$ cat src/sv/multi_sender_packet_deframer_macros.svh
// Assertion macros shared by the deframer modules.
`ifndef MULTI_SENDER_PACKET_DEFRAMER_MACROS_SVH
`define MULTI_SENDER_PACKET_DEFRAMER_MACROS_SVH

// Same-cycle implication, sampled on clock, quiet during reset.
`define MSPD_ASSERT_IMPL(lbl, ante, cons) \
   lbl: assert property (@(posedge clock) disable iff (reset) (ante) |-> (cons)) \
      else $error("deframer check failed");

// Next-cycle implication, sampled on clock, quiet during reset.
`define MSPD_ASSERT_NEXT(lbl, ante, cons) \
   lbl: assert property (@(posedge clock) disable iff (reset) (ante) |=> (cons)) \
      else $error("deframer check failed");

`endif

$ cat src/sv/mspd_ram.sv
// Generic single-write, single-read RAM with registered read data.
module mspd_ram #(
   parameter int WIDTH = 8,
   parameter int DEPTH = 64
) (
   input  logic                     clock,
   input  logic                     we,
   input  logic [$clog2(DEPTH)-1:0] waddr,
   input  logic [WIDTH-1:0]         wdata,
   input  logic [$clog2(DEPTH)-1:0] raddr,
   output logic [WIDTH-1:0]         rdata
);
   logic [WIDTH-1:0] mem [DEPTH];
   logic [WIDTH-1:0] rdata_ff;

   always_ff @(posedge clock) begin
      if (we) begin
         mem[waddr] <= wdata;
      end
      rdata_ff <= mem[raddr];
   end

   assign rdata = rdata_ff;
endmodule

$ cat config.mk
export PLATFORM = sky130hd
export DESIGN_NAME = mspd_ram
export DESIGN_NICKNAME = d
export VERILOG_FILES = /design/src/sv/multi_sender_packet_deframer_macros.svh /design/src/sv/mspd_ram.sv
export SDC_FILE = /design/constraint.sdc
export NUM_CORES = 1
export LEC_CHECK = 0
export BUFFER_PORTS_ARGS = -buffer_cell sky130_fd_sc_hd__buf_2
export CAP_MARGIN = 20
export CORE_ASPECT_RATIO = 0.6
export CORE_MARGIN = 2
export CORE_UTILIZATION = 40
export CTS_CLUSTER_DIAMETER = 100
export CTS_CLUSTER_SIZE = 20
export DETAILED_ROUTE_END_ITERATION = 7
export PLACE_DENSITY = 0.63
export SLEW_MARGIN = 10
export SYNTH_ARGS = -nofsm -noshare
export SYNTH_HDL_FRONTEND = slang
export SYNTH_SLANG_ARGS = --single-unit
$ cat constraint.sdc
create_clock -name clock -period 2 [get_ports clock]
set_input_delay 0.4 -clock clock [delete_from_list [all_inputs] [get_ports clock]]
set_output_delay 0.4 -clock clock [all_outputs]
set_load 0.01 [all_outputs]
# [After elaboration in Yosys (flattened, before gate mapping)]
# Memory sizes are Yosys's and may differ from the RTL's. A register that Yosys moved wholly into a read port is not among the register bits.
# Index checks and enable logic that the tools add are counted.
[totals] reg_bits=0 ram_bits=512 input_bits=22 output_inout_bits=8 word_cells=3 mem_count=1
[memory_table] memory="mem" words=64 width=8 rd=1 rd_ports_with_merged_regs=1 wr=1 line_no="mspd_ram.sv:13" rtl="logic [WIDTH-1:0] mem [DEPTH];"
[op_classes] n_mux=2
[ops] operator="2-to-1 mux 1 bit" count=2

# [Logic depth before layout (Yosys ltp)]
[depth] ltp_word=2 mapped_depth=9 mapped_depth_nobuf=5

# [Least setup slack after synthesis]
# OpenSTA, ideal clock, no wires.
[synth_timing] path_type="input -> register" startpoint="input raddr[1]" endpoint="register rdata_ff[3] (netlist: rdata[3]) (read register of mem)" setup_time_ns=0.128 t_arrival_ns=1.940 required_ns=1.872 setup_slack_ns=-0.068 cell_stages=7 n_path_buf=3 path_cell_list="buf_4 -> buf_2 -> buf_2 -> mux4_2 -> mux4_2 -> o21ai_1 -> o41ai_1"
[synth_rtl] element="from (decl)" line_no="mspd_ram.sv:10" rtl="input logic [$clog2(DEPTH)-1:0] raddr,"
[synth_rtl] element="to (decl)" line_no="mspd_ram.sv:14" rtl="logic [WIDTH-1:0] rdata_ff;"

==> results.sh <==
export IMPL_outcome="finished clean"
export IMPL_seq_area_frac_synth_pct=77.03
export IMPL_grt_max_degree=65
export IMPL_synth_xor_area_share_pct=0
export IMPL_p_int_mw=15.34
export IMPL_drc=0
export IMPL_die_x_um=293.9
export IMPL_sw_frac_of_total_pct=20.93
export IMPL_synth_edf_count=512
export IMPL_rsz0062_at_grt="no"
export IMPL_pre_cts_ws_ns=-0.4228
export IMPL_htree_levels=1
export IMPL_max_slew_margin_pct=49.55
export IMPL_cp_data_arrival_time_ns=2.37
export IMPL_synth_top_family_by_area="multiplexers"
export IMPL_drt_total_wl_mm=46.87
export IMPL_reg2reg_slack_ns=0.1
export IMPL_post_drt_wl_per_cell_um=26.32
export IMPL_synth_warnings=0
export IMPL_yosys_area_top_type="edfxtp_1"
export IMPL_first_pass_iters=5
export IMPL_min_to="rdata[6]"
export IMPL_ys_top_cells_by_area="edfxtp_1 (76%), mux4_2 (14%), nor2_1 (1.5%)"
export IMPL_power_switching_mw=4.061
export IMPL_reg2reg_depth=4
export IMPL_p_comb_share_pct=6.7
export IMPL_cp_max_fo=1
export IMPL_synth_seq_cells=520
export IMPL_via_per_inst=5.585
export IMPL_drt_iter0_markers=1383
export IMPL_synth_nets=962
export IMPL_clkTransAtPathRegs_ns=0.09
export IMPL_worstReg2RegEnd="rdata[7]"
export IMPL_hold_path_class="in2reg"
export IMPL_setup_viol=0
export IMPL_synth_compound_area_share_pct=2.072
export IMPL_power_mw=19.40
export IMPL_vias=9947
export IMPL_chipHeight_um=177.9
export IMPL_cts_buffers=29
export IMPL_rows=63
export IMPL_clock_path_buffers=3
export IMPL_reg2reg_from="mem[35][7]"
export IMPL_ant_nets=0
export IMPL_grt_pass1_vias=9856
export IMPL_nets=1131
export IMPL_synthAdderAreaFrac_pct=0
export IMPL_io_pins=30
export IMPL_vdd_drop_max_uv=716.9
export IMPL_cts_root_buf="clkbuf_16"
export IMPL_die_area_sq_mm=0.05229
export IMPL_initial_core_util_pct=40.67
export IMPL_antenna_found_initial=0
export IMPL_cp_buffers_inverters=0
export IMPL_postLayoutCoreUtil_pct=46.51
export IMPL_syn_inst=940
export IMPL_ys_types=40
export IMPL_power_leakage_nw=7.348
export IMPL_path_delay_family="multiplexers"
export IMPL_period_needed_ns=1.902
export IMPL_grt_first_pass_wirelength_mm=68.84
export IMPL_synth_async_sr_flop_share_pct=0
export IMPL_critPathKind="reg2reg"
export IMPL_drive_gt1_share_pct=31.83
export IMPL_cts_repair_resize_count=0
export IMPL_worstMarginPinSlew_ns=0.7568
export IMPL_holdPathStages=3
export IMPL_finalCritPeriodShare_pct=95.09
export IMPL_yosys_area_top_type_share_pct=76.24
export IMPL_muxShareOfSynthArea_pct=15.94
export IMPL_place_hpwl_mm=30.88
export IMPL_tns_ns=0
export IMPL_fmax_mhz=525.8
export IMPL_required_ns=2.46
export IMPL_p_seq_share_pct=62.2
export IMPL_clkLatencyLatePin_ns=0.59
export IMPL_cpMostUsedCell="mux4_2"
export IMPL_synthSimpleGateAreaFrac_pct=3.388
export IMPL_cts_tree="yes"
export IMPL_synth_ff_type="edfxtp_1"
export IMPL_crit_start="mem[35][7]"
export IMPL_grtUsageTotal_pct=18.30
export IMPL_grt_ovfl_total=0
export IMPL_diodes=0
export IMPL_coreArea_sq_mm=0.04958
export IMPL_cp_start_kind="register"
export IMPL_finClkSkew_ns=0.02681
export IMPL_gp_routability_congestion=0.8099
export IMPL_timing_hold_ws_ns=0.2656
export IMPL_area_growth_pct=14.36
export IMPL_hold_start="raddr[5]"
export IMPL_p_clk_share_pct=31.1
export IMPL_finalHoldViolCount=0
export IMPL_synth_area_per_cell_sq_um=21.45
export IMPL_cts_sinks=520
export IMPL_crit_path_end_kind="register"
export IMPL_slowest_stage="mux4_2"
export IMPL_slew_viol_final=0
export IMPL_p_per_area_mw_per_mm2=841.4
export IMPL_cp_cell_sequence="mux4_2, mux4_2, o21ai_0, nand2_1"
export IMPL_cts_hold_buf=0
export IMPL_post_cts_buffers=0
export IMPL_fin_ws_ns=0.09812
export IMPL_syn_area_sq_mm=0.02017
export IMPL_max_stage_delay_ns=0.52
export IMPL_drv_cap=0
export IMPL_io_buffers=29
power groups by stage:
stage	logic, mW	registers (mW)	clock network [mW]
final	1.29	12.1	6.03
after global routing	1.39	12.1	6.56
after CTS	1.28	12.1	6.17
after detailed placement	1.28	12.3	0
after global placement	1.27	12.3	0
after floorplan	0.645	12.3	0
state kept, by name, summed over array words and instances, names as in the netlist:
name,cells
rdata,8
mem,512
cell usage in the layout, fill, tap and decap left out, types with 3 or more instances in the layout:
| master | n |
|---|---|
| a211oi_1 | 4 |
| nand2_1 | 19 |
| nor2b_1 | 14 |
| clkbuf_1 | 24 |
| nand3_1 | 13 |
| buf_4 | 147 |
| clkbuf_16 | 29 |
| mux2i_1 | 23 |
| mux2_2 | 13 |
| o221ai_1 | 8 |
| a22oi_1 | 3 |
| dfxtp_1 | 8 |
| o2bb2ai_1 | 3 |
| o22ai_1 | 8 |
| nand2b_1 | 7 |
| mux4_2 | 126 |
| o2111ai_1 | 3 |
| edfxtp_1 | 512 |
| buf_12 | 17 |
| nor2_1 | 83 |
| a21oi_1 | 3 |
| nand3b_1 | 3 |
| buf_2 | 24 |
| nor3_1 | 6 |
| a221oi_1 | 6 |
metrics by stage:
| step | cell area, sq um | cells |
|---|---|---|
| 6_report | 23060 | 1781 |
| 2_1_floorplan | 20180 | 940 |
| 3_5_place_dp | 22200 | 1726 |
| 5_1_grt | 23060 | 1781 |
| 4_1_cts | 23010 | 1779 |
| 3_3_place_gp | 22200 | 1726 |
metal layers:
metal	GRT usage [%]	wire, um	vias to the layer above
met1	29.98	22050	5218
li1	-	-	4239
met4	2.190	557	0
met3	5.360	5087	45
met5	0	0	-
met2	24.41	19180	445
kinds of logic (layout without fill, tap and decap cells):
logic type	count (synthesis)	in the layout
AND/OR/NAND/NOR	153	153
AO/OA/AOI/OAI	54	54
buffers and inverters	51	242
multiplexers	162	162
flip-flops	520	520
worst max path at each step:
stage / endpoint / slack, ns / cells after the start
floorplan: rdata[3] / 0.009 / 6
global placement: rdata[7] / -0.42 / 6
detailed placement: rdata[7] / -0.42 / 6
CTS: rdata[4] / 0.07 / 5
global route: rdata[0] / 0.03 / 5
finish: rdata[7] / 0.1 / 4
cells in the mapped netlist, types with 2 or more instances:
master,instances
o21a_1,2
buf_2,11
mux2_2,13
dfxtp_1,8
nor3_1,7
o41ai_1,2
buf_4,13
edfxtp_1,512
nand2b_1,7
nand3_1,13
buf_1,4
clkbuf_1,17
o22ai_1,8
o21ai_0,2
buf_12,2
mux4_2,126
nor2_1,83
o221a_2,2
buf_6,4
nand2_1,19
o21ai_1,2
a211oi_1,4
a221oi_1,6
a21oi_1,3
o221ai_1,8
o2bb2ai_1,3
a2111oi_0,2
nor2b_1,14
mux2i_1,23
nand3b_1,3
nand4_1,2
o32ai_1,2
nor4_1,2
a22oi_1,3
o2111ai_1,3
worst reg2reg max path, stage by stage (launching register included):
cell      delay, ns
edfxtp_1       0.38
mux4_2         0.52
mux4_2         0.48
o21ai_0        0.30
nand2_1        0.10
final cells by class:
type                    count  area (sq um)
fillers                  4107         26520
multi-input cells         369          4320
repair buffers            189          1578
flip-flops and latches    520         15530
well taps                 650         813.3
clock buffers              53         815.8
Power figures use the tool's default switching activity.
