<file path="src/sv/multi_sender_packet_deframer_macros.svh">
// Assertion macros shared by the deframer modules.
`ifndef MULTI_SENDER_PACKET_DEFRAMER_MACROS_SVH
`define MULTI_SENDER_PACKET_DEFRAMER_MACROS_SVH

// Same-cycle implication, sampled on clock, quiet during reset.
`define MSPD_ASSERT_IMPL(lbl, ante, cons) \
   lbl: assert property (@(posedge clock) disable iff (reset) (ante) |-> (cons)) \
      else $error("deframer check failed");

// Next-cycle implication, sampled on clock, quiet during reset.
`define MSPD_ASSERT_NEXT(lbl, ante, cons) \
   lbl: assert property (@(posedge clock) disable iff (reset) (ante) |=> (cons)) \
      else $error("deframer check failed");

`endif

</file>
<file path="src/sv/mspd_pkg.sv">
// Shared constants, types and codes of the multi-sender packet deframer.
package mspd_pkg;

   localparam int SENDERS     = 64;
   localparam int SND_W       = $clog2(SENDERS);
   localparam int SLOTS       = 64;
   localparam int SLOT_W      = $clog2(SLOTS);
   localparam int MAX_PAYLOAD = 32;
   localparam int CNT_W       = $clog2(MAX_PAYLOAD);
   localparam int LEN_W       = 6;
   localparam int STORE_DEPTH = SENDERS * MAX_PAYLOAD;
   localparam int STORE_AW    = $clog2(STORE_DEPTH);
   localparam int JOBQ_DEPTH  = 2;
   localparam int CSR_IDX_W   = 2;

   localparam logic        ACT_DEFINE   = 1'b0;
   localparam logic        ACT_BYTE     = 1'b1;
   localparam logic        KIND_STATUS  = 1'b0;
   localparam logic        KIND_PAYLOAD = 1'b1;
   localparam logic [1:0]  ST_OK        = 2'd0;
   localparam logic [1:0]  ST_IN_USE    = 2'd1;
   localparam logic [1:0]  ST_SIZE      = 2'd2;
   localparam logic [1:0]  PH_HUNT      = 2'd0;
   localparam logic [1:0]  PH_IDENT     = 2'd1;
   localparam logic [1:0]  PH_DATA      = 2'd2;
   localparam logic [CSR_IDX_W-1:0] CSR_PREAMBLE = 2'd0;
   localparam logic [CSR_IDX_W-1:0] CSR_MAX_PAY  = 2'd1;

   typedef struct packed {
      logic             kind;
      logic [1:0]       status;
      logic [SND_W-1:0] snd;
      logic [7:0]       ident;
      logic [LEN_W-1:0] len;
   } job_type;

   typedef struct packed {
      logic [1:0]       phase;
      logic [7:0]       ident;
      logic [LEN_W-1:0] count;
      logic [LEN_W-1:0] size;
   } snd_ent_type;

   typedef struct packed {
      logic [7:0]       ident;
      logic [LEN_W-1:0] size;
   } slot_ent_type;

   typedef struct packed {
      logic pay_done;
   } back_stat_type;

   typedef enum logic {F_IDLE, F_EXEC} front_state_type;
   typedef enum logic [1:0] {B_IDLE, B_READ, B_WAIT, B_HOLD} back_state_type;

endpackage

</file>
<file path="src/sv/mspd_jobq.sv">
// Short job queue between the front end and the result sequencer.
module mspd_jobq import mspd_pkg::*; (
   input  logic    clock,
   input  logic    reset,
   input  logic    push,
   input  job_type push_job,
   output logic    full,
   input  logic    pop,
   output logic    empty,
   output job_type pop_job
);
   localparam int PW = $clog2(JOBQ_DEPTH);
   job_type         ent_ff [JOBQ_DEPTH];
   logic [PW-1:0]   wp_ff, wp_in, rp_ff, rp_in;
   logic [PW:0]     cnt_ff, cnt_in;

   assign full    = (cnt_ff == (PW+1)'(JOBQ_DEPTH));
   assign empty   = (cnt_ff == '0);
   assign pop_job = ent_ff[rp_ff];

   always_comb begin
      wp_in  = (push && !full) ? wp_ff + PW'(1) : wp_ff;
      rp_in  = (pop && !empty) ? rp_ff + PW'(1) : rp_ff;
      cnt_in = cnt_ff + (PW+1)'(push && !full) - (PW+1)'(pop && !empty);
   end

   always_ff @(posedge clock) begin
      if (reset) begin
         wp_ff  <= '0;
         rp_ff  <= '0;
         cnt_ff <= '0;
      end else begin
         wp_ff  <= wp_in;
         rp_ff  <= rp_in;
         cnt_ff <= cnt_in;
      end
   end

   always_ff @(posedge clock) begin
      if (push && !full) begin
         ent_ff[wp_ff] <= push_job;
      end
   end

`include "multi_sender_packet_deframer_macros.svh"
   `MSPD_ASSERT_IMPL(a_no_overflow, push, !full)
   `MSPD_ASSERT_NEXT(a_cnt_move, push && !full && !(pop && !empty), !empty)
endmodule

</file>
<file path="config.mk">
export PLATFORM = sky130hd
export DESIGN_NAME = mspd_jobq
export DESIGN_NICKNAME = d
export VERILOG_FILES = /design/src/sv/mspd_pkg.sv /design/src/sv/mspd_jobq.sv
export VERILOG_INCLUDE_DIRS = /design/src /design/src/sv
export SDC_FILE = /design/constraint.sdc
export NUM_CORES = 1
export LEC_CHECK = 0
export ABC_AREA = 1
export BUFFER_PORTS_ARGS = -buffer_cell sky130_fd_sc_hd__buf_2
export CORE_MARGIN = 4
export CORE_UTILIZATION = 36
export DETAILED_ROUTE_END_ITERATION = 10
export PLACE_DENSITY = 0.62
export SLEW_MARGIN = 20
export SYNTH_ARGS = -nofsm -noshare
export SYNTH_HDL_FRONTEND = slang
export SYNTH_SLANG_ARGS = --single-unit
export TNS_END_PERCENT = 30
</file>
<file path="constraint.sdc">
create_clock -name clock -period 2.48 [get_ports clock]
set_input_delay 0.248 -clock clock [delete_from_list [all_inputs] [get_ports clock]]
set_output_delay 0.248 -clock clock [all_outputs]
set_load 0.01 [all_outputs]
</file>
Yosys cells after proc, flatten, opt, wreduce, memory -nomap -nowiden
Memories as Yosys holds them, arrays and structs flattened. A register that Yosys moved wholly into a read port is not among the register bits. Index checks and enable logic that the tools add are counted.

Eq/ne operators: 1. Add/sub/neg operators: 4. Reduce and logical (&&, ||, !) cells: 5. Muxes and demuxes: 4.

Operator list (count): 1-bit two-way mux (4); 1-bit adder (second input constant) (2); 2-bit by 1-bit adder with 2-bit output (1); 2-bit == test (second input constant) (1); 1-bit logical AND (2); 1-bit zero test (2); 2-bit zero test (1); 2-bit by 1-bit subtractor with 2-bit output (1).

Output and inout port bits: 25. RAM bits: 46. Bits in registers: 4. Memories kept: 1.

Memories: ent_ff (depth 2, bits a word 23, read ports 1, clocked after memory_dff 1, wr ports 1, line mspd_jobq.sv:13) `job_type ent_ff [JOBQ_DEPTH];`.

Logic depth before layout (Yosys ltp)
Word-level depth: 5. Gate-level depth with buffers: 11. Mapped depth without buffers: 11.

Least setup slack after synthesis
No wires, ideal clock.

Path type: reg2reg. Start: register cnt_ff[0]. End: memory ent_ff[0][0] (netlist name), enable pin. Setup slack: 0.536 ns. Data arrival time: 1.542 ns. Period minus slack after synthesis: 1.944 ns. Required time: 2.077 ns. Cell stages (with the launch flop): 5. Path buffers: 0. Cells stage by stage: dfxtp_1 -> inv_1 -> nand2_1 -> nand2_1 -> nor2_1.

Word-level cells in the longest chain between the ends: 5.

Ends and longest elaborated chain: start, declared (line mspd_jobq.sv:15) `logic [PW:0] cnt_ff, cnt_in;`; start signal, assigned (line mspd_jobq.sv:35) `cnt_ff <= cnt_in;`; 2-bit == test (line mspd_jobq.sv:17) `assign full = (cnt_ff == (PW+1)'(JOBQ_DEPTH));`; 1-bit zero test (line mspd_jobq.sv:40) `if (push && !full) begin`; 1-bit logical AND (line mspd_jobq.sv:40); 1-bit two-way mux (line mspd_jobq.sv:40); 1-bit two-way mux (implied by the code) (line mspd_jobq.sv:41) `ent_ff[wp_ff] <= push_job;`; end, declared (line mspd_jobq.sv:13).

No other way between the ends.

==> reports/metrics.yaml <==
status: "complete, no violations"
p_sw_uw: 631
relSlewSlack: 0.657
power.density_nw_per_um2: 974
leakage_uw: 0.000937
dieArea_um2: 6550
clkSinkCount: 51
drv_cap: 0
arrival_ps: 1700
finalCritPeriodShare: 0.784
hp-class: "input port to register"
first_global_vias: 1099
required_ps: 2230
postLayoutCoreUtil: 0.460
r2r_cells: 5
cts.clk_slew.worst_paths_ps: 80
routed_wl_um: 3340
yosys.area.top_type: "edfxtp_1"
cts_inserted_buffers: 5
synth_common_cells: "edfxtp_1, mux2_2, inv_1, nor2_1, nand2_1"
syn-num-nets: 139
synthArstFlopShare: 0
min_from: "reset"
p_comb_frac: 0.265
ctsLongestPathBuffers: 2
worstMarginPinSlew_ps: 514
ant_nets: 0
r2r_end: "ent_ff[0][19]"
path_class: "register to output port"
dieHeight_um: 80.9
synth_top_cell_area_share: 0.722
synth.most_common_cell: "edfxtp_1"
avgSynthCellArea_um2: 17.4
ys_seq_area_frac: 0.774
root_buffer: "clkbuf_8"
finalSetupViolations: 0
swShare: 0.274
endpoint_kind: "output port"
rows: 26
core-area_um2: 5140
clkPwrFrac: 0.237
clock-skew-final_ps: 2.83
grt_use_total: 0.107
portBuffers: 51
start_util: 0.372
cts_tree: "built"
finalMaxSlewViolations: 0
fmax_mhz: 514
worstSkewPairLatency_ps: 290
first_pass_iters: 4
drcViolationCount: 0
hold_viol: 0
first_iter_violations: 42
grt_first_pass_wirelength_um: 5180
wl_per_cell_um: 13.9
yosys_warnings: 0
cts_setup_buffers: 0
r2r_slack_ps: 790
synth.area.top_cells: "edfxtp_1, mux2_2, dfxtp_1"
finalHoldWorstSlack_ps: 120
cp-start-kind: "register"
antenna_found_initial: 0
syn_area_um2: 1910
finalCriticalPeriod_ps: 1950
critPathMaxFanout: 14
gr-total-overflow: 0
cts_resized: 0
synth_cells: 110
drive_gt1_frac: 0.494
routabilityCongestion: 0.705
fillers: 477
io_pins: 52
rsz0062_at_grt: "false"
die_w_um: 80.9
nNetsFinal: 198
crit_end: "pop_job[4]"
fin_tns_setup_ps: 0
htreeDepth: 2
reg2reg_from: "cnt_ff[0]"
antenna-diode-count: 0
syn_to_final_growth_pct: 23.6
vdd_drop_max_v: 0.000388
viasPerCell: 4.50
p_int_uw: 1670
synth_edf_count: 46
holdBufCountCts: 0
seqPwrFrac: 0.498
grt_max_degree: 16
synth-seq-cells: 51
synth-main-ff-cell: "edfxtp_1"
ys_types: 10
dp_hpwl_um: 2410
routed-via-count: 1080
==> per-layer routing <==
layer | vias up | part of all wire | track usage | routed length, um
li1 | 514 | - | - | -
met1 | 514 | 0.41 | 0.128 | 1370
met2 | 47 | 0.48 | 0.172 | 1600
met3 | 5 | 0.099 | 0.0488 | 329
met4 | 0 | 0.014 | 0.0355 | 47
met5 | - | 0 | 0 | 0
==> registers in the layout (all words and copies together) (netlist names), named ones only <==
name and flops:
cnt_ff 2, ent_ff 46, rp_ff 1, wp_ff 1
==> critical path, cell delays in order (launching register included) <==
cell,delay (ps)
dfxtp_1,580
buf_4,310
mux2_2,360
buf_2,150
==> how the worst min path moves through the flow <==
| stage | cells past startpoint | slack (ps) | to |
|---|---|---|---|
| final | 2 | 120 | cnt_ff[0] |
| after global routing | 2 | 120 | cnt_ff[0] |
| after CTS | 2 | 110 | cnt_ff[0] |
| after detailed placement | 2 | 430 | cnt_ff[0] |
| after global placement | 2 | 420 | cnt_ff[0] |
| after floorplan | 1 | 320 | cnt_ff[0] |
==> stage by stage <==
step | setup WS, ps | instance area [um2] | std cells | total power [uW]
after floorplan | 536 | 1910 | 110 | 1560
after global placement | 829 | 2260 | 232 | 1760
after detailed placement | 792 | 2260 | 232 | 1790
after CTS | 496 | 2370 | 240 | 2340
after global routing | 410 | 2370 | 240 | 2440
final | 535 | 2370 | 240 | 2300
==> logic make-up after synthesis <==
| group | after synthesis | share of synthesized area |
|---|---|---|
| flops | 51 | 0.774 |
| fa+ha+maj | 2 | 0.0131 |
| simple gates | 20 | 0.0412 |
| compound gates | 2 | 0.00523 |
| mux | 23 | 0.135 |
| buf+inv | 12 | 0.0314 |
==> cell usage in the layout, fill, tap and decap left out <==
| cell | netlist | layout |
|---|---|---|
| nor2_1 | 9 | 8 |
| ha_1 | 2 | 2 |
| nand3_1 | 3 | 3 |
| buf_2 | 0 | 51 |
| a21oi_1 | 2 | 2 |
| mux2_2 | 23 | 23 |
| clkbuf_8 | 0 | 5 |
| edfxtp_1 | 46 | 46 |
| nor2_2 | 0 | 1 |
| inv_1 | 10 | 10 |
| nand2_1 | 8 | 8 |
| buf_4 | 0 | 3 |
| bufinv_16 | 0 | 1 |
| clkbuf_1 | 0 | 2 |
| dfxtp_1 | 5 | 5 |
==> final cells by class <==
| type | count | area, um2 | share of cell area |
|---|---|---|---|
| multi-input combinational | 47 | 375 | 0.159 |
| sequential | 51 | 1480 | 0.626 |
| tap | 70 | 87.6 | 0.0370 |
| timing repair buffer | 54 | 278 | 0.117 |
| inverter | 10 | 37.5 | 0.0159 |
| clock inverter | 1 | 30.0 | 0.0127 |
| clock buffer | 7 | 76.3 | 0.0323 |
==> power groups by stage <==
stage                     Combinational, uW  Sequential (uW)  Clock [uW]
after global placement                  600             1160           0
after CTS                               622             1150         565
after global routing                    676             1170         603
after detailed placement                618             1170           0
final                                   610             1150         545
after floorplan                         412             1150           0
No activity file was read; power rests on OpenSTA's default activity.
