<file path="config.mk">
export PLATFORM = sky130hd
export DESIGN_NAME = mspd_back
export DESIGN_NICKNAME = d
export VERILOG_FILES = /design/src/sv/mspd_pkg.sv /design/src/sv/mspd_back.sv
export VERILOG_INCLUDE_DIRS = /design/src /design/src/sv
export SDC_FILE = /design/constraint.sdc
export NUM_CORES = 1
export LEC_CHECK = 0
export BUFFER_PORTS_ARGS = -buffer_cell sky130_fd_sc_hd__clkbuf_2
export CAP_MARGIN = 10
export CORE_AREA = 2 2 63 65
export DETAILED_ROUTE_END_ITERATION = 10
export DIE_AREA = 0 0 65 67
export PLACE_DENSITY_LB_ADDON = 0.25
export SLEW_MARGIN = 20
export SYNTH_ARGS = -nofsm -noshare
export SYNTH_HDL_FRONTEND = slang
export SYNTH_SLANG_ARGS = --single-unit
</file>
<file path="constraint.sdc">
create_clock -name clock -period 4.9 [get_ports clock]
set_clock_uncertainty 0.2 [all_clocks]
set_input_delay 0.49 -clock clock [delete_from_list [all_inputs] [get_ports clock]]
set_output_delay 0.49 -clock clock [all_outputs]
set_load 0.02 [all_outputs]
</file>
<file path="src/sv/multi_sender_packet_deframer_macros.svh">
// Assertion macros shared by the deframer modules.
`ifndef MULTI_SENDER_PACKET_DEFRAMER_MACROS_SVH
`define MULTI_SENDER_PACKET_DEFRAMER_MACROS_SVH

// Same-cycle implication, sampled on clock, quiet during reset.
`define MSPD_ASSERT_IMPL(lbl, ante, cons) \
   lbl: assert property (@(posedge clock) disable iff (reset) (ante) |-> (cons)) \
      else $error("deframer check failed");

// Next-cycle implication, sampled on clock, quiet during reset.
`define MSPD_ASSERT_NEXT(lbl, ante, cons) \
   lbl: assert property (@(posedge clock) disable iff (reset) (ante) |=> (cons)) \
      else $error("deframer check failed");

`endif

</file>
<file path="src/sv/mspd_pkg.sv">
// Shared constants, types and codes of the multi-sender packet deframer.
package mspd_pkg;

   localparam int SENDERS     = 64;
   localparam int SND_W       = $clog2(SENDERS);
   localparam int SLOTS       = 64;
   localparam int SLOT_W      = $clog2(SLOTS);
   localparam int MAX_PAYLOAD = 32;
   localparam int CNT_W       = $clog2(MAX_PAYLOAD);
   localparam int LEN_W       = 6;
   localparam int STORE_DEPTH = SENDERS * MAX_PAYLOAD;
   localparam int STORE_AW    = $clog2(STORE_DEPTH);
   localparam int JOBQ_DEPTH  = 2;
   localparam int CSR_IDX_W   = 2;

   localparam logic        ACT_DEFINE   = 1'b0;
   localparam logic        ACT_BYTE     = 1'b1;
   localparam logic        KIND_STATUS  = 1'b0;
   localparam logic        KIND_PAYLOAD = 1'b1;
   localparam logic [1:0]  ST_OK        = 2'd0;
   localparam logic [1:0]  ST_IN_USE    = 2'd1;
   localparam logic [1:0]  ST_SIZE      = 2'd2;
   localparam logic [1:0]  PH_HUNT      = 2'd0;
   localparam logic [1:0]  PH_IDENT     = 2'd1;
   localparam logic [1:0]  PH_DATA      = 2'd2;
   localparam logic [CSR_IDX_W-1:0] CSR_PREAMBLE = 2'd0;
   localparam logic [CSR_IDX_W-1:0] CSR_MAX_PAY  = 2'd1;

   typedef struct packed {
      logic             kind;
      logic [1:0]       status;
      logic [SND_W-1:0] snd;
      logic [7:0]       ident;
      logic [LEN_W-1:0] len;
   } job_type;

   typedef struct packed {
      logic [1:0]       phase;
      logic [7:0]       ident;
      logic [LEN_W-1:0] count;
      logic [LEN_W-1:0] size;
   } snd_ent_type;

   typedef struct packed {
      logic [7:0]       ident;
      logic [LEN_W-1:0] size;
   } slot_ent_type;

   typedef struct packed {
      logic pay_done;
   } back_stat_type;

   typedef enum logic {F_IDLE, F_EXEC} front_state_type;
   typedef enum logic [1:0] {B_IDLE, B_READ, B_WAIT, B_HOLD} back_state_type;

endpackage

</file>
<file path="src/sv/mspd_back.sv">
// Result sequencer: turns queued jobs into status or payload transfers.
module mspd_back import mspd_pkg::*; (
   input  logic                clock,
   input  logic                reset,
   input  logic                q_empty,
   input  job_type             q_job,
   output logic                q_pop,
   output logic [STORE_AW-1:0] store_raddr,
   input  logic [7:0]          store_rdata,
   output back_stat_type       back_stat,
   output logic                empty,
   input  logic                pop,
   output logic                rsp_kind,
   output logic [1:0]          rsp_status,
   output logic [SND_W-1:0]    rsp_out_sender,
   output logic [7:0]          rsp_packet_ident,
   output logic [7:0]          rsp_payload_byte,
   output logic                rsp_last
);
   back_state_type   state_ff, state_in;
   job_type          job_ff;
   logic [LEN_W-1:0] k_ff, k_in;
   logic [7:0]       byte_ff, byte_in;
   logic             last_ff, last_in;
   logic             take, done, more;

   assign take        = (state_ff == B_IDLE) && !q_empty;
   assign done        = (state_ff == B_HOLD) && pop;
   assign more        = (job_ff.kind == KIND_PAYLOAD) && ((k_ff + LEN_W'(1)) < job_ff.len);
   assign store_raddr = {job_ff.snd, k_ff[CNT_W-1:0]};

   always_comb begin
      unique case (state_ff)
         B_IDLE:  state_in = !take ? B_IDLE
                             : (q_job.kind == KIND_PAYLOAD) ? B_READ : B_HOLD;
         B_READ:  state_in = B_WAIT;
         B_WAIT:  state_in = B_HOLD;
         B_HOLD:  state_in = !done ? B_HOLD : more ? B_READ : B_IDLE;
         default: state_in = B_IDLE;
      endcase
   end

   always_comb begin
      q_pop              = take;
      back_stat.pay_done = done && !more && (job_ff.kind == KIND_PAYLOAD);
      k_in               = k_ff;
      byte_in            = byte_ff;
      last_in            = last_ff;
      if (take) begin
         k_in    = '0;
         byte_in = '0;
         last_in = 1'b0;
      end else if (state_ff == B_WAIT) begin
         byte_in = store_rdata;
         last_in = ((k_ff + LEN_W'(1)) == job_ff.len);
      end else if (done && more) begin
         k_in = k_ff + LEN_W'(1);
      end
   end

   always_ff @(posedge clock) begin
      if (reset) begin
         state_ff <= B_IDLE;
      end else begin
         state_ff <= state_in;
      end
   end

   always_ff @(posedge clock) begin
      if (take) begin
         job_ff <= q_job;
      end
      k_ff    <= k_in;
      byte_ff <= byte_in;
      last_ff <= last_in;
   end

   assign empty            = (state_ff != B_HOLD);
   assign rsp_kind         = job_ff.kind;
   assign rsp_status       = job_ff.status;
   assign rsp_out_sender   = job_ff.snd;
   assign rsp_packet_ident = job_ff.ident;
   assign rsp_payload_byte = byte_ff;
   assign rsp_last         = last_ff;

`include "multi_sender_packet_deframer_macros.svh"
   `MSPD_ASSERT_IMPL(a_len_nz, take && (q_job.kind == KIND_PAYLOAD), q_job.len != '0)
   `MSPD_ASSERT_IMPL(a_k_bound, (state_ff != B_IDLE) && (job_ff.kind == KIND_PAYLOAD),
                     k_ff < job_ff.len)
   `MSPD_ASSERT_NEXT(a_last_idle, pop && !empty && rsp_last, state_ff == B_IDLE)
endmodule

</file>
== Word level (Yosys, flattened, before mapping) ==
Index checks and enable logic that the tools add are counted.
Word-level totals
  output and inout port bits: 40
  input port bits: 35
  register bits: 40
Operators by class
  muxes and demuxes: 5
  order comparisons: 1
  bitwise operators: 1
  equal/unequal tests: 5
  reduce and logical (&&, ||, !) cells: 10
  add/sub/neg operators: 1
Operators by type and width (number)
  $pmux 2 s4: 1
  $add 6x1->6 const B: 1
  $eq 6x6->1: 1
  $logic_and 1x1->1: 6
  $lt 6x6->1: 1
  $mux 2: 3
  $eq 2x2->1 const B: 2
  $eq 2x1->1 const B: 1
  $logic_not 1->1: 2
  $logic_not 2->1: 1
  $ne 2x2->1 const B: 1
  $reduce_and 2->1: 1
  $mux 1: 1
  $not 1->1: 1

== Logic depth before layout (Yosys ltp) ==
  word-level depth: 6
  gate-level depth with buffers: 8
  gate-level depth less buffers: 8

== Least setup slack after synthesis ==
No wires, ideal clock.
  path type: reg-to-output
  start: reg k_ff[2]
  end: out back_stat
  stages on the path, launching flop included: 9
  data required time: 4210 ps
  arrival: 2070 ps
  slack: 2140 ps
  path buffers: 0
  cells stage by stage: dfxtp_1 -> nand3_1 -> or2_1 -> xnor2_1 -> ha_1 -> and4_1 -> o21ai_2 -> a31oi_1 -> and2_1
On the way
  cells in the longest elaborated chain, start to end: 6
Ends and longest elaborated chain
  from (decl): line mspd_back.sv:22  | logic [LEN_W-1:0] k_ff, k_in;
  from (signal assigned): line mspd_back.sv:73  | k_ff <= k_in;
  $add 6x1->6: line mspd_back.sv:29  | assign more = (job_ff.kind == KIND_PAYLOAD) && ((k_ff + LEN_W'(1)) < job_ff.len);
  $lt 6x6->1: line mspd_back.sv:29
  $logic_and 1x1->1: line mspd_back.sv:29
  $logic_not 1->1: line mspd_back.sv:45  | back_stat.pay_done = done && !more && (job_ff.kind == KIND_PAYLOAD);
  $logic_and 1x1->1 (2 in series): line mspd_back.sv:45
  to (decl): line mspd_back.sv:10  | output back_stat_type back_stat,
No other way between the ends.

== Worst setup path after layout ==
  start: reg k_ff[0]
  end: out back_stat
The elaborated chain is that of the path after synthesis.

==> impl_metrics.tcl <==
set metrics [dict create \
    status "completed" \
    synth_fa_ha_area_share_pct 4.84 \
    crit_arrival_ns 2.75 \
    setup_tns_ns 0 \
    ctsLongestPathBuffers 2 \
    start_kind "flip-flop" \
    gp_congestion 0.926 \
    holdPathStages 1 \
    h-tree-depth 2 \
    setup-violations-final 0 \
    clock_latency_ns 0.28 \
    die_y_microns 67 \
    hpwl_mm 2.51 \
    cts-resized-gates 0 \
    grt_usage_pct 16.6 \
    gr-total-overflow 0 \
    max-slew-margin-rel_pct 65.4 \
    dr.first_iter.drc_count 102 \
    syn_area_sq_um 1810 \
    r2r_cells 8 \
    p_per_area_nw_per_um2 343 \
    synth_xor_xnor_area_share_pct 1.94 \
    syn_nets 186 \
    ys_ff_latch 40 \
    final_cell_mix "74 x clkbuf_2, 23 x edfxtp_1, 17 x dfxtp_1" \
    worst_slack_ns 1.46 \
    nets 239 \
    diodes 0 \
    root_buffer "clkbuf_8" \
    layout-area-overhead-vs-synth_pct 16.8 \
    finalCritPeriodShare_pct 70.2 \
    io_buffers 74 \
    clkSinkCount 40 \
    synth_seq_area_share_pct 57.0 \
    layout_commonest_cell "clkbuf_2" \
    power_leakage_uw 0.000993 \
    synth_warnings 0 \
    die_w_microns 65 \
    tightest_slew_ns 0.518 \
    grt_max_degree 28 \
    synth_top_area_share_pct 38.2 \
    cts_tree "done" \
    cts_setup_buffers 0 \
    start_util_pct 50.1 \
    synth_cells 144 \
    core.rowCount 22 \
    drive_gt1_share_pct 44.4 \
    rsz0062_at_grt "false" \
    async_flop_share_pct 0 \
    clkTransAtPathRegs_ns 0.07 \
    grt_pass1_wl_mm 5.32 \
    ant_nets 0 \
    synth_ff_type "edfxtp_1" \
    synth_edf_count 23 \
    netlist.top_cell.by_area "edfxtp_1" \
    path_max_fanout 8 \
    synth_compound_area_share_pct 12.1 \
    synth_top_family_by_area "buffers and inverters" \
    first_global_vias 1185 \
    hold_viol 0 \
    avgViaCountPerCell 5.07 \
    syn_area_per_cell_sq_um 12.6 \
    cts_hold_buffers 0 \
    yosys-top-cells-area "edfxtp_1 38%, dfxtp_1 19%, buf_4 12%" \
    dr.pass1.iters 4 \
    yosysUniqueCellTypes 34 \
    ir_drop_mv 0.252 \
    synthSimpleGateAreaFrac_pct 8.37 \
    synth_mux_area_share_pct 2.21 \
    antenna_found_initial 0 \
    fmaxAchievable_mhz 291 \
    worst_setup_path_end_kind "output port" \
    min_period_ns 3.44 \
    worst_ep_required_time_ns 4.21 \
    ios 75 \
    crit_type "flip-flop to output port" \
    wl_mm 3.23 \
    numCtsBuffers 5 \
    drc 0 \
    dp_slack_ns 1.83 \
    die-area_sq_um 4360 \
    final_max_slew_viol_count 0 \
    dr_total_vias 1247 \
    drv_cap 0 \
    drt-wirelength-per-cell_microns 13.1 \
    hp-class "input pin to flip-flop" \
    coreArea_sq_um 3610 \
]
==> critical path: stages, from the launching register on <==
cell      delay [ns]
dfxtp_1         0.43
nand3_1         0.18
or2_1           0.30
xnor2_1         0.13
ha_1            0.44
and4_1          0.29
o21ai_2         0.13
a31oi_1         0.24
and2_1          0.17
clkbuf_2        0.16
==> per-layer routing <==
metal | vias up | track usage (%) | wire length, microns
met3 | 6 | 6.59 | 257
li1 | 602 | - | -
met1 | 590 | 18.6 | 1240
met2 | 49 | 28.7 | 1690
met5 | - | 0 | 0
met4 | 0 | 5.59 | 42
==> registers in the layout, indices dropped and copies added (netlist names) <==
name / count
state_ff: 2
rsp_payload_byte: 8
job_ff: 6
rsp_kind: 1
rsp_status: 2
rsp_out_sender: 6
rsp_packet_ident: 8
k_ff: 6
rsp_last: 1
==> final cells by class <==
cell class	count	area, sq um
clock buffer	6	72.6
clock inverter	2	11.3
fill	317	1490
sequential	40	1030
tap	48	60.1
multi-input combinational	67	533
timing repair buffer	74	370
inverter	9	33.8
==> synth_stat cells (2+ instances only) <==
cell,n
nand4_1,2
inv_1,8
ha_1,7
a31oi_1,4
buf_4,28
a21o_2,2
a311oi_1,2
a41o_1,2
xnor2_1,3
mux2i_1,4
edfxtp_1,23
nand2_1,8
dfxtp_1,17
nand3_1,4
a22o_1,8
nor2_1,4
==> kinds of logic after synthesis <==
kind of cell,count (synthesis)
DFF,40
buffers and inverters,37
and+or+nand+nor,27
AOI/OAI and AO/OA,25
adders and majority gates,7
xor gates and xnor gates,4
muxes,4
==> stage by stage <==
stage                     power [uW]  util [%]  cells  instance area [sq um]  hold WS (ns)
after floorplan                  497         -    144                   1810         0.258
after global placement           525      56.2    238                   2030         0.256
after detailed placement         528      56.2    238                   2030         0.256
after CTS                        733      58.6    246                   2110         0.167
after global routing             760      58.6    246                   2110         0.158
final                            724      58.6    246                   2110         0.178
==> where the power goes <==
| group | internal (uW) | switching, uW |
|---|---|---|
| clock | 98.6 | 106 |
| combinational | 43.3 | 74.7 |
| sequential | 386 | 15.0 |
==> final timing paths <==
kind                                     startpoint             endpoint  slack [ns]
worst min register to register  rsp_payload_byte[2]  rsp_payload_byte[2]        0.28
worst max-delay path                        k_ff[0]            back_stat        1.46
worst min-delay path                      q_job[13]  rsp_packet_ident[7]        0.18
worst max register to register              k_ff[0]          state_ff[0]        2.34
No activity file was read; power rests on OpenSTA's default activity.
