===== src/sv/multi_sender_packet_deframer_macros.svh =====
// Assertion macros shared by the deframer modules.
`ifndef MULTI_SENDER_PACKET_DEFRAMER_MACROS_SVH
`define MULTI_SENDER_PACKET_DEFRAMER_MACROS_SVH

// Same-cycle implication, sampled on clock, quiet during reset.
`define MSPD_ASSERT_IMPL(lbl, ante, cons) \
   lbl: assert property (@(posedge clock) disable iff (reset) (ante) |-> (cons)) \
      else $error("deframer check failed");

// Next-cycle implication, sampled on clock, quiet during reset.
`define MSPD_ASSERT_NEXT(lbl, ante, cons) \
   lbl: assert property (@(posedge clock) disable iff (reset) (ante) |=> (cons)) \
      else $error("deframer check failed");

`endif


===== src/sv/mspd_pkg.sv =====
// Shared constants, types and codes of the multi-sender packet deframer.
package mspd_pkg;

   localparam int SENDERS     = 64;
   localparam int SND_W       = $clog2(SENDERS);
   localparam int SLOTS       = 64;
   localparam int SLOT_W      = $clog2(SLOTS);
   localparam int MAX_PAYLOAD = 32;
   localparam int CNT_W       = $clog2(MAX_PAYLOAD);
   localparam int LEN_W       = 6;
   localparam int STORE_DEPTH = SENDERS * MAX_PAYLOAD;
   localparam int STORE_AW    = $clog2(STORE_DEPTH);
   localparam int JOBQ_DEPTH  = 2;
   localparam int CSR_IDX_W   = 2;

   localparam logic        ACT_DEFINE   = 1'b0;
   localparam logic        ACT_BYTE     = 1'b1;
   localparam logic        KIND_STATUS  = 1'b0;
   localparam logic        KIND_PAYLOAD = 1'b1;
   localparam logic [1:0]  ST_OK        = 2'd0;
   localparam logic [1:0]  ST_IN_USE    = 2'd1;
   localparam logic [1:0]  ST_SIZE      = 2'd2;
   localparam logic [1:0]  PH_HUNT      = 2'd0;
   localparam logic [1:0]  PH_IDENT     = 2'd1;
   localparam logic [1:0]  PH_DATA      = 2'd2;
   localparam logic [CSR_IDX_W-1:0] CSR_PREAMBLE = 2'd0;
   localparam logic [CSR_IDX_W-1:0] CSR_MAX_PAY  = 2'd1;

   typedef struct packed {
      logic             kind;
      logic [1:0]       status;
      logic [SND_W-1:0] snd;
      logic [7:0]       ident;
      logic [LEN_W-1:0] len;
   } job_type;

   typedef struct packed {
      logic [1:0]       phase;
      logic [7:0]       ident;
      logic [LEN_W-1:0] count;
      logic [LEN_W-1:0] size;
   } snd_ent_type;

   typedef struct packed {
      logic [7:0]       ident;
      logic [LEN_W-1:0] size;
   } slot_ent_type;

   typedef struct packed {
      logic pay_done;
   } back_stat_type;

   typedef enum logic {F_IDLE, F_EXEC} front_state_type;
   typedef enum logic [1:0] {B_IDLE, B_READ, B_WAIT, B_HOLD} back_state_type;

endpackage


===== src/sv/mspd_ram.sv =====
// Generic single-write, single-read RAM with registered read data.
module mspd_ram #(
   parameter int WIDTH = 8,
   parameter int DEPTH = 64
) (
   input  logic                     clock,
   input  logic                     we,
   input  logic [$clog2(DEPTH)-1:0] waddr,
   input  logic [WIDTH-1:0]         wdata,
   input  logic [$clog2(DEPTH)-1:0] raddr,
   output logic [WIDTH-1:0]         rdata
);
   logic [WIDTH-1:0] mem [DEPTH];
   logic [WIDTH-1:0] rdata_ff;

   always_ff @(posedge clock) begin
      if (we) begin
         mem[waddr] <= wdata;
      end
      rdata_ff <= mem[raddr];
   end

   assign rdata = rdata_ff;
endmodule


===== src/sv/mspd_front.sv =====
// Front end: accepts items, keeps definitions and per-sender hunt state.
module mspd_front import mspd_pkg::*; (
   input  logic                clock,
   input  logic                reset,
   input  logic                push,
   output logic                full,
   input  logic                req_action,
   input  logic [SND_W-1:0]    req_sender,
   input  logic [7:0]          req_value,
   input  logic [7:0]          req_define_size,
   input  logic [7:0]          preamble,
   input  logic [LEN_W-1:0]    max_pay,
   input  logic                q_full,
   output logic                q_push,
   output job_type             q_job,
   input  back_stat_type       back_stat,
   output logic                store_we,
   output logic [STORE_AW-1:0] store_waddr,
   output logic [7:0]          store_wdata
);
   front_state_type state_ff, state_in;
   logic              act_ff;
   logic [SND_W-1:0]  snd_ff;
   logic [7:0]        val_ff, dsz_ff;
   logic [SLOTS-1:0]  slot_vld_ff, slot_vld_in;
   logic [SENDERS-1:0] snd_vld_ff, snd_vld_in;
   logic              pay_ff, pay_in;
   logic              accept;
   logic              slot_we, snd_we;
   slot_ent_type      slot_rd, slot_wr;
   snd_ent_type       snd_rd, snd_wr, cur;
   logic [SLOT_W-1:0] slot_idx;
   logic [LEN_W-1:0]  cnt_nx;
   logic              size_bad;

   assign full   = (state_ff != F_IDLE) || q_full || pay_ff;
   assign accept = push && !full;

   mspd_ram #(.WIDTH($bits(slot_ent_type)), .DEPTH(SLOTS)) u_slot_ram (
      .clock(clock), .we(slot_we), .waddr(slot_idx), .wdata(slot_wr),
      .raddr(req_value[SLOT_W-1:0]), .rdata(slot_rd)
   );

   mspd_ram #(.WIDTH($bits(snd_ent_type)), .DEPTH(SENDERS)) u_snd_ram (
      .clock(clock), .we(snd_we), .waddr(snd_ff), .wdata(snd_wr),
      .raddr(req_sender), .rdata(snd_rd)
   );

   always_comb begin
      unique case (state_ff)
         F_IDLE:  state_in = accept ? F_EXEC : F_IDLE;
         F_EXEC:  state_in = F_IDLE;
         default: state_in = F_IDLE;
      endcase
   end

   assign slot_idx = val_ff[SLOT_W-1:0];
   assign cur      = snd_vld_ff[snd_ff] ? snd_rd : '0;
   assign cnt_nx   = cur.count + LEN_W'(1);
   assign size_bad = (dsz_ff == 8'd0) || (dsz_ff > {2'b00, max_pay})
                     || (dsz_ff > 8'(MAX_PAYLOAD));

   always_comb begin
      slot_we     = 1'b0;
      slot_wr     = '{ident: val_ff, size: dsz_ff[LEN_W-1:0]};
      slot_vld_in = slot_vld_ff;
      snd_we      = 1'b0;
      snd_wr      = cur;
      snd_vld_in  = snd_vld_ff;
      q_push      = 1'b0;
      q_job       = '{kind: KIND_STATUS, status: ST_OK, snd: '0, ident: val_ff,
                      len: LEN_W'(1)};
      store_we    = 1'b0;
      store_waddr = {snd_ff, cur.count[CNT_W-1:0]};
      store_wdata = val_ff;
      pay_in      = pay_ff && !back_stat.pay_done;
      if (state_ff == F_EXEC) begin
         if (act_ff == ACT_DEFINE) begin
            q_push = 1'b1;
            priority if (slot_vld_ff[slot_idx]) begin
               q_job.status = ST_IN_USE;
            end else if (size_bad) begin
               q_job.status = ST_SIZE;
            end else begin
               slot_we               = 1'b1;
               slot_vld_in[slot_idx] = 1'b1;
            end
         end else begin
            unique case (cur.phase)
               PH_IDENT: begin
                  if (slot_vld_ff[slot_idx] && (slot_rd.ident == val_ff)) begin
                     snd_we       = 1'b1;
                     snd_wr.phase = PH_DATA;
                     snd_wr.ident = val_ff;
                     snd_wr.count = '0;
                     snd_wr.size  = slot_rd.size;
                  end
               end
               PH_DATA: begin
                  store_we = 1'b1;
                  snd_we   = 1'b1;
                  if (cnt_nx < cur.size) begin
                     snd_wr.count = cnt_nx;
                  end else begin
                     snd_wr.count = '0;
                     snd_wr.phase = PH_HUNT;
                     q_push       = 1'b1;
                     q_job        = '{kind: KIND_PAYLOAD, status: ST_OK, snd: snd_ff,
                                      ident: cur.ident, len: cnt_nx};
                     pay_in       = 1'b1;
                  end
               end
               default: begin
                  // hunting the preamble; phase 3 counts as hunting too
                  if (val_ff == preamble) begin
                     snd_we       = 1'b1;
                     snd_wr.phase = PH_IDENT;
                  end
               end
            endcase
            if (snd_we) begin
               snd_vld_in[snd_ff] = 1'b1;
            end
         end
      end
   end

   always_ff @(posedge clock) begin
      if (reset) begin
         state_ff    <= F_IDLE;
         slot_vld_ff <= '0;
         snd_vld_ff  <= '0;
         pay_ff      <= 1'b0;
      end else begin
         state_ff    <= state_in;
         slot_vld_ff <= slot_vld_in;
         snd_vld_ff  <= snd_vld_in;
         pay_ff      <= pay_in;
      end
   end

   always_ff @(posedge clock) begin
      if (accept) begin
         act_ff <= req_action;
         snd_ff <= req_sender;
         val_ff <= req_value;
         dsz_ff <= req_define_size;
      end
   end
endmodule


===== config.mk =====
export PLATFORM = sky130hd
export DESIGN_NAME = mspd_front
export DESIGN_NICKNAME = d
export VERILOG_FILES = /design/src/sv/multi_sender_packet_deframer_macros.svh /design/src/sv/mspd_pkg.sv /design/src/sv/mspd_ram.sv /design/src/sv/mspd_front.sv
export SDC_FILE = /design/constraint.sdc
export NUM_CORES = 2
export LEC_CHECK = 0
export ABC_AREA = 1
export ABC_CLOCK_PERIOD_IN_PS = 10100
export BUFFER_PORTS_ARGS = -buffer_cell sky130_fd_sc_hd__buf_4
export CAP_MARGIN = 20
export CORE_MARGIN = 2
export CORE_UTILIZATION = 50
export DETAILED_ROUTE_END_ITERATION = 16
export MAX_ROUTING_LAYER = met4
export PLACE_DENSITY = 0.65
export SLEW_MARGIN = 20
export SYNTH_ARGS = -nofsm -noshare
export SYNTH_HDL_FRONTEND = slang
export SYNTH_SLANG_ARGS = --single-unit

===== constraint.sdc =====
create_clock -name clock -period 10.1 [get_ports clock]
set_input_delay 1.01 -clock clock [delete_from_list [all_inputs] [get_ports clock]]
set_output_delay 1.01 -clock clock [all_outputs]
set_load 0.005 [all_outputs]

# Word level (Yosys, flattened, before mapping)
# Memories as Yosys holds them, arrays and structs flattened. A register that Yosys moved wholly into a read port is not among the register bits.
# Cells that the tools add are included.
[totals] register_bits=153 elab_cells=97 input_bits=42 mem_bits_rw=2304 mem_count=2 out_inout_bits=45
[mem_list] name="u_snd_ram.mem" words=64 word_bits=22 read_ports=1 rd_clocked_by_memory_dff=1 write_ports=1 line="mspd_ram.sv:13" rtl="logic [WIDTH-1:0] mem [DEPTH];"
[mem_list] name="u_slot_ram.mem" words=64 word_bits=14 read_ports=1 rd_clocked_by_memory_dff=1 write_ports=1 line="mspd_ram.sv:13"
[op_classes] n_eq_ne=4 reduce_logical=14 n_addsub=1 n_mux=55 bitwise_logic=6 order_cmp=7
[ops] operator="64-bit bitwise OR" count=2
[ops] operator="22-bit 2-to-1 mux" count=4
[ops] operator="23-bit 2-to-1 mux" count=3
[ops] operator="1-bit 2-to-1 mux" count=31
[ops] operator="20-bit 2-to-1 mux" count=1
[ops] operator="8-bit == test" count=2
[ops] operator="6-bit by 7-bit less-than comparator with 1-bit output, second input constant" count=2
[ops] operator="1-bit binary-select mux with 6-bit select" count=2
[ops] operator="1-bit demux with 6-bit select" count=2
[ops] operator="6-bit by 1-bit >= comparator with 1-bit output, second input constant" count=2
[ops] operator="6-bit 2-to-1 mux" count=2
[ops] operator="6-bit case mux with 2 select lines" count=1
[ops] operator="2-bit 2-to-1 mux" count=5
[ops] operator="8-bit by 6-bit greater-than comparator with 1-bit output" count=1
[ops] operator="8-bit by 6-bit greater-than comparator with 1-bit output, second input constant" count=1
[ops] operator="8-bit zero test" count=1
[ops] operator="8-bit 2-to-1 mux" count=1
[ops] operator="6-bit by 1-bit adder with 6-bit output, second input constant" count=1
[ops] operator="6-bit less-than comparator" count=1
[ops] operator="1-bit logical AND" count=5
[ops] operator="1-bit logical OR" count=4
[ops] operator="1-bit inverter" count=4
[ops] operator="1-bit case mux with 2 select lines" count=2
[ops] operator="2-bit case mux with 2 select lines" count=1
[ops] operator="5 further kinds" count=6

# Depth between registers and ports, before layout
[depth] ltp_word=11 mapped_depth=29 depth_no_buf=27

# Hierarchy
# Synthesis repeated with hierarchy kept, for this count alone.
[hier_totals] hier_cells=9071 hier_area_um2=102444.5
[by_module_without_submodules] module="mspd_ram (u_snd_ram)" n_inst=1 area_each_um2=57213.6 seq_area_each_um2=42721.0 cells_per_inst=4800
[by_module_without_submodules] module="mspd_ram (u_slot_ram)" n_inst=1 area_each_um2=36905.4 seq_area_each_um2=27186.1 cells_per_inst=3088
[by_module_without_submodules] module="mspd_front" n_inst=1 area_each_um2=8325.5 seq_area_each_um2=3293.2 cells_per_inst=1183

# Least setup slack after synthesis
# Ideal clock, no wire load.
[synth_timing] path_type="reg-to-reg" startpoint="register snd_ff[0]" endpoint="memory u_snd_ram.mem[0][11] (netlist bit), data pin" synth_period_minus_slack_ns=6.258 path_slack_ns=3.842 t_required_ns=9.398 path_stages_with_launch=27 path_buffers=2 t_arrival_ns=5.556 path_cell_list="edfxtp_1 > buf_4 > inv_4 > buf_4 > nand2_1 > nand2_1 > nand2_1 > nand2_1 > nand2_1 > nand2_1 > nand2_1 > nand2_1 > nor2_1 > nand2_2 > inv_1 > nor2_1 > ha_1 > nand3_1 > nand2_1 > o21a_1 > inv_1 > ha_1 > nand2_1 > nor2_1 > a211oi_1 > nand4_1 > o21ai_0"
[synth_lines] element="start, declared" line="mspd_front.sv:23" rtl="logic [SND_W-1:0] snd_ff;"
[synth_lines] element="start signal, assigned" line="mspd_front.sv:145" rtl="snd_ff <= req_sender;"
[synth_lines] element="end, declared" line="mspd_ram.sv:13"

==> flow_summary.toml <==
[sta]
fin_skew_ns = 0.04406
max_freq_mhz = 136.0
maxSlewViolCount = 0
setup_violations = 0
final.min_clock_period_ns = 7.351
slew_headroom_pct = 18.70
fin_tns_setup_ns = 0
hold_viol_final = 0
worst_pin_slew_ns = 1.216
rsz0062_at_grt = "no"
post-route-period-util_pct = 72.79

[cells_and_area]
final_layout_size_suffix_gt1_share_pct = 8.345
fill_cells = 15970
area_growth_pct = 10.96
fin_nets = 7899
fin_util_pct = 55.74

[floorplan]
die-area_mm2 = 0.2017
ioPinCount = 87
start_util_pct = 50.23
coreArea_mm2 = 0.1972
die_w_um = 449.1
die_y_um = 449.1
row_count = 163

[global_routing]
antenna_found_initial = 4
first_global_vias = 61450
overflow = 0
grt_use_total_pct = 27.69
grt_pass1_wl_um = 407900
grt_max_degree = 191

[synthesis]
syn_area_mm2 = 0.09907
yosysSeqAreaShare_pct = 73.89
postSynth.asyncResetShare_pct = 0
synth_area_leaders = "edfxtp_1, o21ai_0, nor2_1"
synthFlopType = "edfxtp_1"
ys_ff_latch = 2493
postSynthCellCount = 7941
yosysTopAreaCell = "edfxtp_1"
syn_nets = 7997
ys_types = 49
synth_edf_count = 2327
synth_area_per_cell_um2 = 12.48
synth.most_common_cell = "edfxtp_1"
synth_warnings = 0
synth_top_area_share_pct = 70.53
ys_top_cells_by_count = "edfxtp_1, nor2_1, o21ai_0"

[detailed_routing]
drt_iter0_drc = 8578
dr_wl_met2_um = 132300
routed_wl_um = 278500
antenna_left = 0
top_layer = "met4"
drcViolationCount = 0
met3WireLength_um = 22840
drt_pass1_iterations = 6
wl_per_cell_um = 26.07
via_per_inst = 6.092
wl_met1_um = 110400
vias = 65090

[clocking]
htreeDepth = 4
clk_pin_slew_ns = 0.07
numCtsBuffers = 232
cts_resized = 0
clockBufferDepth = 3
root_buffer = "clkbuf_16"
clk_latency_ns = 0.88
hold_buffers = 0
cts_setup_buffers = 0
clock_sinks = 2493
cts_tree = "built"

[status]
status = "complete, no violations"

[power]
power_uw = 21120
p_leak_uw = 0.03610
max-vdd-ir-drop_uv = 226.2
power_density_mw_per_mm2 = 192.2

[worst_setup_path]
startpoint_type = "flop"
cp.arrival_ns = 6.34
required_ns = 9.09
end_kind = "primary output"
path_class = "flop to primary output"
crit_fanout = 28

[placement]
gp_congestion = 0.9456
dp_hpwl_um = 155400
port_buffers = 86

[hold_path]
hold_class = "input port to flop"

[job]
max_cap_violations = 0
-- final cells by class --
class | instances | area (µm²) | area share [%]
antenna | 3 | 7.507 | 0.006829
tap | 2640 | 3303 | 3.005
inverter | 289 | 1134 | 1.031
clock inverter | 131 | 1220 | 1.110
sequential | 2493 | 73200 | 66.59
clock buffer | 301 | 6192 | 5.633
multi-input combinational | 4600 | 22890 | 20.82
timing repair buffer | 227 | 1983 | 1.804
-- cells by family after synthesis --
logic type / after synthesis / share of synthesized area (%)
fa+ha+maj: 14 / 0.1768
compound gates: 2461 / 13.89
xor+xnor: 11 / 0.09726
simple gates: 2114 / 8.534
flops: 2493 / 73.89
buf+inv: 848 / 3.415
-- final timing paths --
kind / slack, ns / to / start / depth (start not counted)
max: 2.75 / q_job[0] / snd_ff[1] / 24
min reg2reg: 0.45 / slot_vld_ff[41] / slot_vld_ff[41] / 2
max reg2reg: 3.71 / u_snd_ram.mem[13][9] / snd_ff[1] / 22
min: 0.31 / act_ff / req_action / 1
-- per-layer routing --
layer / up-vias / GRT usage (%)
met4: 0 / 11.67
met2: 3064 / 43.25
met5: - / -
met1: 32470 / 36.44
met3: 515 / 4.156
li1: 29030 / -
-- flip-flops by register name (all words and copies together), names as in the netlist --
signal,flops
u_snd_ram.rdata,22
slot_vld_ff,64
u_slot_ram.rdata,14
dsz_ff,8
state_ff,1
snd_ff,6
pay_ff,1
u_snd_ram.mem,1408
snd_vld_ff,64
store_wdata,8
u_slot_ram.mem,896
act_ff,1
-- where the power goes --
group | switching, µW | internal (µW)
clock network | 3770 | 4860
logic | 925 | 282
registers | 15.3 | 11300
total | 4710 | 16400
-- worst max-delay path, cell delays in order (launching register included) --
cell and delay [ns]:
edfxtp_1 0.70, inv_2 0.23, nor2_1 0.35, o211ai_1 0.16, nand2_1 0.09, o21ai_0 0.16
nand2_1 0.13, nor2_1 0.05, nand2_2 0.38, nand2_1 0.25, inv_1 0.20, ha_1 0.21
nand3_1 0.11, nand2_1 0.08, o21a_1 0.24, inv_1 0.07, ha_1 0.29, nand2_1 0.06
nor2_1 0.04, a211oi_1 0.43, nand2_1 0.16, nand2_2 0.65, inv_1 0.19, nand2_1 0.10
buf_4 0.11
-- cells in the final DEF (no fill, tap or decap), drive strengths merged, types with 3 or more instances in the layout --
cell,Yosys,layout
xnor2,9,9
o31ai,3,3
nand2,367,367
buf,86,227
o32ai,22,22
clkbuf,473,301
nand4,13,13
clkinvlp,0,4
a22oi,8,8
o311ai,7,7
clkinv,6,107
ha,14,14
inv,283,287
bufinv,0,22
or2,3,3
o221ai,82,82
dfxtp,166,166
nor2,1594,1594
nor3,21,21
diode,0,3
a21oi,137,137
nand3,114,114
o22ai,629,629
o211ai,40,40
edfxtp,2327,2327
o21bai,31,31
o21ai,1496,1496
-- stage by stage --
step	setup WS [ns]	hold WS [ns]	instance area, µm²	instances
after global placement	3.727	0.4437	102400	10240
after detailed placement	3.677	0.4467	102400	10240
after floorplan	3.842	0.4297	99070	7941
after global routing	2.358	0.2819	109900	10680
final	2.749	0.3139	109900	10680
after CTS	2.748	0.2746	109800	10680
Note: power is estimated with default switching activity, not from simulation.
